[src/sv/cic_pkg.sv]
`timescale 1ns / 1ps

package cic_pkg;

  localparam int FACTOR_W     = 11;
  localparam int PHASE_W      = 10;
  localparam int IN_W         = 16;
  localparam int OUT_W        = 64;
  localparam int RAW_W        = 32;

  localparam logic [FACTOR_W-1:0] FACTOR_RESET = 11'd8;
  localparam logic [FACTOR_W-1:0] FACTOR_MIN   = 11'd1;
  localparam logic [FACTOR_W-1:0] FACTOR_MAX   = 11'd1024;

  typedef struct packed {
    logic valid;
    logic dump;
  } cic_tag_t;

endpackage

[src/sv/cic_integrator_cell.sv]
`timescale 1ns / 1ps

module cic_integrator_cell #(
  parameter int WIDTH = 64
) (
  input  logic                clk,
  input  logic                rst,
  input  logic                en,
  input  cic_pkg::cic_tag_t   tag_in,
  input  logic [WIDTH-1:0]    data_in,
  output cic_pkg::cic_tag_t   tag,
  output logic [WIDTH-1:0]    sum
);

  always_ff @(posedge clk) begin
    if (rst) begin
      tag <= '0;
      sum <= '0;
    end else if (en) begin
      tag <= tag_in;
      if (tag_in.valid) begin
        sum <= sum + data_in;
      end
    end
  end

endmodule

[src/sv/cic_comb_cell.sv]
`timescale 1ns / 1ps

module cic_comb_cell #(
  parameter int WIDTH = 64,
  parameter int DELAY = 1
) (
  input  logic             clk,
  input  logic             rst,
  input  logic             en,
  input  logic             valid_in,
  input  logic [WIDTH-1:0] data_in,
  output logic             valid,
  output logic [WIDTH-1:0] diff
);

  logic [WIDTH-1:0] dly [DELAY];

  always_ff @(posedge clk) begin
    if (rst) begin
      valid <= 1'b0;
      diff  <= '0;
      for (int k = 0; k < DELAY; k++) begin
        dly[k] <= '0;
      end
    end else if (en) begin
      valid <= valid_in;
      if (valid_in) begin
        diff   <= data_in - dly[DELAY-1];
        dly[0] <= data_in;
        for (int k = 1; k < DELAY; k++) begin
          dly[k] <= dly[k-1];
        end
      end
    end
  end

endmodule

[src/sv/cic_decimation_filter.sv]
// An accepted sample beat is registered through each integrator cell, then each comb cell.
// Throughput: one sample per cycle while no result beat waits under stall; one result per decimation_factor samples.
// The whole cell chain holds only while a result beat waits under stall.
// Reset (rst, synchronous): clears integrators, comb delays, phase and valid
// flags, and sets decimation_factor to 8.
`timescale 1ns / 1ps

module cic_decimation_filter #(
  parameter int SECTIONS     = 4,
  parameter int DIFF_DELAY   = 1,
  parameter int ACC_WIDTH    = 64,
  parameter int SAMPLE_WIDTH = 16
) (
  input  logic                          clk,
  input  logic                          rst,
  input  logic                          decimation_factor_we,
  input  logic [cic_pkg::FACTOR_W-1:0]  decimation_factor,
  input  logic                          sample_valid,
  output logic                          sample_stall,
  input  logic signed [cic_pkg::IN_W-1:0] sample_in,
  output logic                          filtered_valid,
  input  logic                          filtered_stall,
  output logic signed [cic_pkg::OUT_W-1:0] filtered_out
);

  logic [cic_pkg::FACTOR_W-1:0] factor;
  logic [cic_pkg::FACTOR_W-1:0] factor_eff;
  logic [cic_pkg::PHASE_W-1:0]  phase;
  logic [cic_pkg::PHASE_W-1:0]  phase_next;
  logic [cic_pkg::FACTOR_W-1:0] phase_inc;
  logic                         emit;
  logic                         en;
  logic                         accept;

  logic [cic_pkg::RAW_W-1:0]    raw;
  logic [SAMPLE_WIDTH-1:0]      smp;
  logic signed [cic_pkg::OUT_W-1:0] smp_ext;

  cic_pkg::cic_tag_t            integ_tag  [SECTIONS+1];
  logic [ACC_WIDTH-1:0]         integ_data [SECTIONS+1];
  logic                         comb_valid [SECTIONS+1];
  logic [ACC_WIDTH-1:0]         comb_data  [SECTIONS+1];

  assign en           = !(filtered_valid && filtered_stall);
  assign sample_stall = !en;
  assign accept       = sample_valid && en;

  always_comb begin
    factor_eff = factor;
    if (factor == '0) begin
      factor_eff = cic_pkg::FACTOR_MIN;
    end else if (factor > cic_pkg::FACTOR_MAX) begin
      factor_eff = cic_pkg::FACTOR_MAX;
    end
  end

  assign phase_inc  = {1'b0, phase} + cic_pkg::FACTOR_W'(1);
  assign emit       = (phase_inc >= factor_eff);
  assign phase_next = emit ? '0 : phase_inc[cic_pkg::PHASE_W-1:0];

  always_ff @(posedge clk) begin
    if (rst) begin
      factor <= cic_pkg::FACTOR_RESET;
      phase  <= '0;
    end else begin
      if (decimation_factor_we) begin
        factor <= decimation_factor;
      end
      if (accept) begin
        phase <= phase_next;
      end
    end
  end

  assign raw     = {{(cic_pkg::RAW_W-cic_pkg::IN_W){1'b0}}, sample_in};
  assign smp     = raw[SAMPLE_WIDTH-1:0];
  assign smp_ext = cic_pkg::OUT_W'(signed'(smp));

  assign integ_tag[0].valid = accept;
  assign integ_tag[0].dump  = emit;
  assign integ_data[0]      = smp_ext[ACC_WIDTH-1:0];

  for (genvar i = 0; i < SECTIONS; i++) begin : g_integ
    cic_integrator_cell #(
      .WIDTH(ACC_WIDTH)
    ) u_integ (
      .clk    (clk),
      .rst    (rst),
      .en     (en),
      .tag_in (integ_tag[i]),
      .data_in(integ_data[i]),
      .tag    (integ_tag[i+1]),
      .sum    (integ_data[i+1])
    );
  end

  assign comb_valid[0] = integ_tag[SECTIONS].valid && integ_tag[SECTIONS].dump;
  assign comb_data[0]  = integ_data[SECTIONS];

  for (genvar i = 0; i < SECTIONS; i++) begin : g_comb
    cic_comb_cell #(
      .WIDTH(ACC_WIDTH),
      .DELAY(DIFF_DELAY)
    ) u_comb (
      .clk     (clk),
      .rst     (rst),
      .en      (en),
      .valid_in(comb_valid[i]),
      .data_in (comb_data[i]),
      .valid   (comb_valid[i+1]),
      .diff    (comb_data[i+1])
    );
  end

  assign filtered_valid = comb_valid[SECTIONS];
  assign filtered_out   = cic_pkg::OUT_W'(signed'(comb_data[SECTIONS]));

`ifndef ASSERT_OFF
  a_reset_clears_out: assert property (@(posedge clk) rst |=> !filtered_valid)
    else $error("result beat right after reset");

  a_dump_enters_comb: assert property (@(posedge clk) disable iff (rst)
    (en && integ_tag[SECTIONS].valid && integ_tag[SECTIONS].dump) |=> comb_valid[1])
    else $error("dump item lost between integrator and comb chains");

  a_phase_wraps: assert property (@(posedge clk) disable iff (rst)
    (accept && emit) |=> (phase == '0))
    else $error("phase not cleared after block end");

  a_phase_steps: assert property (@(posedge clk) disable iff (rst)
    (accept && !emit) |=> (phase == $past(phase) + cic_pkg::PHASE_W'(1)))
    else $error("phase did not advance");

  a_hold_chain: assert property (@(posedge clk) disable iff (rst)
    !en |=> $stable(integ_data[SECTIONS]))
    else $error("integrator chain moved while result held");
`endif

endmodule
[config.mk]
export PLATFORM = sky130hd
export DESIGN_NAME = cic_decimation_filter
export DESIGN_NICKNAME = d
export VERILOG_FILES = /design/src/sv/cic_pkg.sv /design/src/sv/cic_integrator_cell.sv /design/src/sv/cic_comb_cell.sv /design/src/sv/cic_decimation_filter.sv
export SDC_FILE = /design/constraint.sdc
export NUM_CORES = 2
export LEC_CHECK = 0
export BUFFER_PORTS_ARGS = -buffer_cell sky130_fd_sc_hd__clkbuf_2
export CAP_MARGIN = 20
export CORE_MARGIN = 2
export CORE_UTILIZATION = 40
export CTS_BUF_LIST = sky130_fd_sc_hd__clkbuf_4 sky130_fd_sc_hd__clkbuf_8 sky130_fd_sc_hd__clkbuf_16
export CTS_CLUSTER_DIAMETER = 80
export DETAILED_ROUTE_END_ITERATION = 10
export PLACE_DENSITY = 0.54
export RECOVER_POWER = 25
export SLEW_MARGIN = 10
export SYNTH_ARGS = -nofsm -noshare
export SYNTH_HDL_FRONTEND = slang
export SYNTH_SLANG_ARGS = --single-unit
export TNS_END_PERCENT = 50
[constraint.sdc]
create_clock -name clk -period 4.85 [get_ports clk]
set_input_delay 0.97 -clock clk [delete_from_list [all_inputs] [get_ports clk]]
set_output_delay 0.97 -clock clk [all_outputs]
set_load 0.1 [all_outputs]
-- Yosys cells after proc, flatten, opt, wreduce, memory -nomap -nowiden
Memories as Yosys holds them, arrays and structs flattened.
Index checks and enable logic that the tools add are counted.
W data, S select, Z words.
- bits in registers: 545
- memory bits (writable): 256
- input port bits: 32
- output and inout bits: 66
- memories kept: 4
- memory list (name ; words ; width ; read ports ; clocked after memory_dff ; write ports ; line ; RTL):
    g_comb[0].u_comb.dly ; 1 ; 64 ; 1 ; 0 ; 1 ; cic_comb_cell.sv:16 ; logic [WIDTH-1:0] dly [DELAY];
    g_comb[1].u_comb.dly ; 1 ; 64 ; 1 ; 0 ; 1 ; cic_comb_cell.sv:16 ;
    g_comb[2].u_comb.dly ; 1 ; 64 ; 1 ; 0 ; 1 ; cic_comb_cell.sv:16 ;
    g_comb[3].u_comb.dly ; 1 ; 64 ; 1 ; 0 ; 1 ; cic_comb_cell.sv:16 ;
- $add $sub $neg: 9
- order comparisons: 2
- muxes and demuxes: 29
- bitwise logic cells: 1
- reductions and logical operators: 17
- operators by type and width (kind ; count):
    $add A64 B64 Y64 ; 4
    $mux W64 ; 4
    $reduce_or A64 Y1 ; 4
    $sub A64 B64 Y64 ; 4
    $mux W1 ; 22
    $mux W11 ; 2
    $reduce_and A2 Y1 ; 8
    $add A10 B1 Y11 const B ; 1
    $ge A11 B11 Y1 ; 1
    $gt A11 B11 Y1 const B ; 1
    $logic_not A11 Y1 ; 1
    $mux W10 ; 1
    $logic_and A1 B1 Y1 ; 3
    $logic_not A1 Y1 ; 1
    $not A1 Y1 ; 1

-- Longest topological paths before layout
- depth in word-level cells: 7
- depth in mapped cells: 17
- mapped depth without buffers: 16

-- Modules after synthesis
From an unflattened synthesis, not the netlist that was laid out.
- cells, all modules: 7412
- area total of the unflattened synthesis: 59609.7 um2
- modules (own cells, without submodules) (module ; times used ; cells each ; area an instance (um2)):
    cic_comb_cell ; 4 ; 996 ; 8595.7
    cic_integrator_cell ; 4 ; 817 ; 5980.7
    cic_decimation_filter ; 1 ; 160 ; 1303.8

-- Worst setup path after synthesis
OpenSTA, ideal clock, no wires.
- path kind: in2reg
- start point: input port filtered_stall
- end point: memory g_comb[3].u_comb.dly[0][0], enable pin
- library setup time: 0.418 ns
- arrival: 3.431 ns
- data required time: 4.432 ns
- setup slack: 1.001 ns
- cell stages on the path: 7
- path buffers: 4
- cells stage by stage: nand2_1 clkbuf_1 clkbuf_1 a21oi_1 clkbuf_1 clkbuf_1 inv_1
- cells in the longest elaborated chain, start to end: 6
- ends and longest elaborated chain (what ; line ; RTL):
    start, declared ; cic_decimation_filter.sv:22 ; input logic filtered_stall,
    $logic_and A1 B1 Y1 * ; cic_decimation_filter.sv:44 ; assign en = !(filtered_valid && filtered_stall);
    $mux W1 * ; cic_comb_cell.sv:25 ; end else if (en) begin
    $mux W1 * ; cic_comb_cell.sv:19 ; if (rst) begin
    $mux W1 (implied by the code) * ; cic_comb_cell.sv:29 ; dly[0] <= data_in;
    $reduce_or A64 Y1 (no source line) ; - ;
    $mux W1 (no source line) * ; - ;
    end, declared ; cic_comb_cell.sv:16 ;
Every way passes the cells marked *; elsewhere a longest branch is shown, timed or not.

==> metrics <==
run status finished with violations; failing checks max-capacitance violations, max-slew violations; sequential share of the synthesized area ~33%; unrepaired setup endpoints after global routing false; Crit Path Category in -> reg; peak supply drop 0.241 mV; Critical Path Fanout Max between 100 and 150; clock share of power between 40% and 50%; CTS tree yes; Clock Tree Root clkbuf_16; Worst EP required approximately 5.5 ns; TNS Setup 0 ns; initial core utilization ~40%; internal power ~13 mW; HPWL after DPL around 130000 um; Tmin final 4.40 ns; H-tree Lvls 3; number of synthesized register bits about 800; maximum capacitance violations 9; Worst-path clk slew approximately 0.060 ns; first-pass GRT wire length between 200000 and 300000 um; fin crit share approximately nine tenths; Mean Syn Cell Area slightly above 8 um^2; routed len/inst about 18 um; IO Port Bufs 97; total track usage a little over a fifth; worst min path class reg -> reg; Pre-antenna DRT Iters 5; leakage 27.8 nW; Final setup viols 0; Vias/cell 5.48; gpl congestion approximately 0.91; Initial DRC Count around 2.8k; FFs w/ async S/R, synth 0%; P_sw about 4.8 mW; Syn. warnings 0; top cell type by total area after synthesis dfxtp_1; clk sinks about 800; Flop pwr share a little over two fifths; top cells by area, synth dfxtp_1 19%, edfxtp_1 13%, ha_1 11%, a21oi_1 6.5%, nand2_1 6.5%; final slew viol count 522; startpoint types primary input; Synth Instances 7060; vias in the first global route 46.4k; Post-CTS Setup Bufs 0; Post-synth EDFFs 256; Inserted Diodes 0; Die H about 380 um; final wirelength roughly 160000 um; standard-cell rows around 140; Post-Syn Area roughly 57000 um^2; share of the synthesized area in the top cell type a little under a fifth; # IOs 98; clock buffer depth 3; core area about 140000 um^2; Power Dens Cells between 200 and 300 nW/um^2; Hold-fix buffers, CTS 0; total grt overflow 0; total CTS buffers between 90 and 100; Clock Latency Late Sink around 0.7 ns; top achievable clock speed about 230 MHz; Chip Width approximately 380 um; Hold Slack ~0.44 ns; die area between 100000 and 150000 um^2; Gate power share approximately 14%; post-CTS sizing 0; layout net count 7467; area growth from synthesis to layout 8.59%; worst slew pin tran 3.19 ns; ys flop type dfxtp_1; syn nets around 7.6k; Reg2Reg Setup Slack roughly 0.52 ns; Max Clock Skew ~0.038 ns; initial antenna violation count 1; crit path capture type flip-flop; largest net degree at the start of global routing between 100 and 150; share of layout cells above drive strength 1 5.75%; Critical Path AT about 5 ns; Remaining DRCs 0; final count of hold timing violations 0; Slew headroom -113%; switching part of the total between 20% and 30%; Final ANT Viol Nets 0; Netlist cell types approximately 110; vias 48.7k
## layout make-up
| class | instances | area [um^2] |
|---|---|---|
| clock buffer | 143 | 3000 |
| clock inverter | 42 | 442 |
| sequential | 801 | 18600 |
| tap | 1890 | 2360 |
| multi-input combinational | 5437 | 35000 |
| fill | 14415 | 79700 |
| inverter | 410 | 1540 |
| timing repair buffer | 163 | 962 |
## path summary, 6_finish.rpt
path              depth (start not counted)                          to                       from
setup / recovery                          6  g_integ[2].u_integ.sum[54]                        rst
hold reg to reg                           2   g_comb[3].u_comb.diff[53]  g_comb[3].u_comb.diff[53]
hold / removal                            2   g_comb[3].u_comb.diff[53]  g_comb[3].u_comb.diff[53]
setup reg to reg                         15  g_integ[1].u_integ.sum[40]  g_integ[0].u_integ.sum[0]
## registers in the layout, summed over array words and instances (netlist names)
register and flops:
g_comb.u_comb.diff 256, g_comb.u_comb.dly 256, g_integ.u_integ.sum 256, factor 11, phase 10, g_integ.u_integ.tag 8
g_comb.u_comb.valid 4
## cells in the mapped netlist (all sizes together) (115+ instances only)
master,n
a21o,344
a21oi,741
and2,289
clkbuf,307
dfxtp,545
edfxtp,256
ha,516
inv,408
nand2,986
nand3,144
nand4,115
nor2,336
o21ai,540
xnor2,262
xor2,179
## cell usage in the layout, fill, tap and decap left out, drive strengths merged, types with 13 or more instances in the layout
master / Yosys / final
a211o: 15 / 15
a211oi: 66 / 66
a21boi: 20 / 20
a21o: 344 / 344
a21oi: 741 / 741
a221oi: 23 / 23
a22o: 16 / 16
a31oi: 80 / 80
a32o: 13 / 13
a41oi: 21 / 21
and2: 289 / 289
and3: 64 / 64
and4: 16 / 16
buf: 101 / 52
clkbuf: 307 / 254
clkinv: 2 / 26
dfxtp: 545 / 545
edfxtp: 256 / 256
ha: 516 / 516
inv: 408 / 415
mux2i: 20 / 20
nand2: 986 / 986
nand2b: 52 / 52
nand3: 144 / 144
nand4: 115 / 115
nor2: 336 / 336
nor2b: 54 / 54
nor3: 66 / 66
nor4: 22 / 22
o211ai: 32 / 32
o21a: 48 / 48
o21ai: 540 / 540
o21bai: 84 / 84
o31ai: 36 / 36
or2: 17 / 17
or3: 29 / 29
or4: 13 / 13
xnor2: 262 / 262
xor2: 179 / 179
## metal layers
| metal | share of wire (%) | routed length [um] | up-vias | GRT usage [%] |
|---|---|---|---|---|
| li1 | - | - | 24756 | - |
| met1 | 45 | 72600 | 22883 | 27.3 |
| met2 | 49 | 78700 | 834 | 37.9 |
| met3 | 3.1 | 5090 | 238 | 2.42 |
| met4 | 3.3 | 5310 | 0 | 7.08 |
| met5 | 0 | 0 | - | 0 |
## critical path: stages
cell and delay, ns:
buf_8 0.31, clkbuf_2 2.22, nor2_1 0.73, nand2_1 0.24, o31ai_1 0.09, or3_1 0.30
## cells by family after synthesis
| kind of cell | after synthesis | synth area share, % |
|---|---|---|
| AOI/OAI and AO/OA | 2207 | 24.0 |
| xor gates and xnor gates | 441 | 6.77 |
| adders and majority gates | 524 | 11.6 |
| buffers and inverters | 822 | 6.02 |
| DFF | 801 | 32.6 |
| muxes | 20 | 0.351 |
| and+or+nand+nor | 2245 | 18.6 |
## stage by stage
step / worst slack (ns) / power (mW) / util [%] / cells / area [um^2]
after CTS: 0.431 / 17.7 / 43.8 / 8883 / 62000
after global placement: 0.278 / 9.83 / 41.4 / 8698 / 58600
final: 0.453 / 17.4 / 43.7 / 8886 / 61900
after detailed placement: 0.253 / 9.83 / 41.4 / 8698 / 58600
after global routing: 0.138 / 18.2 / 43.7 / 8886 / 61900
after floorplan: 1.00 / 9.17 / - / 7060 / 57000
## power groups by stage
stage | sequential [mW] | combinational [mW] | clock (mW)
after detailed placement | 7.50 | 2.34 | 0
final | 7.34 | 2.36 | 7.72
after floorplan | 7.36 | 1.81 | 0
after global routing | 7.36 | 2.64 | 8.20
after CTS | 7.35 | 2.35 | 7.95
after global placement | 7.50 | 2.34 | 0
Note: power is estimated with default switching activity, not from simulation.
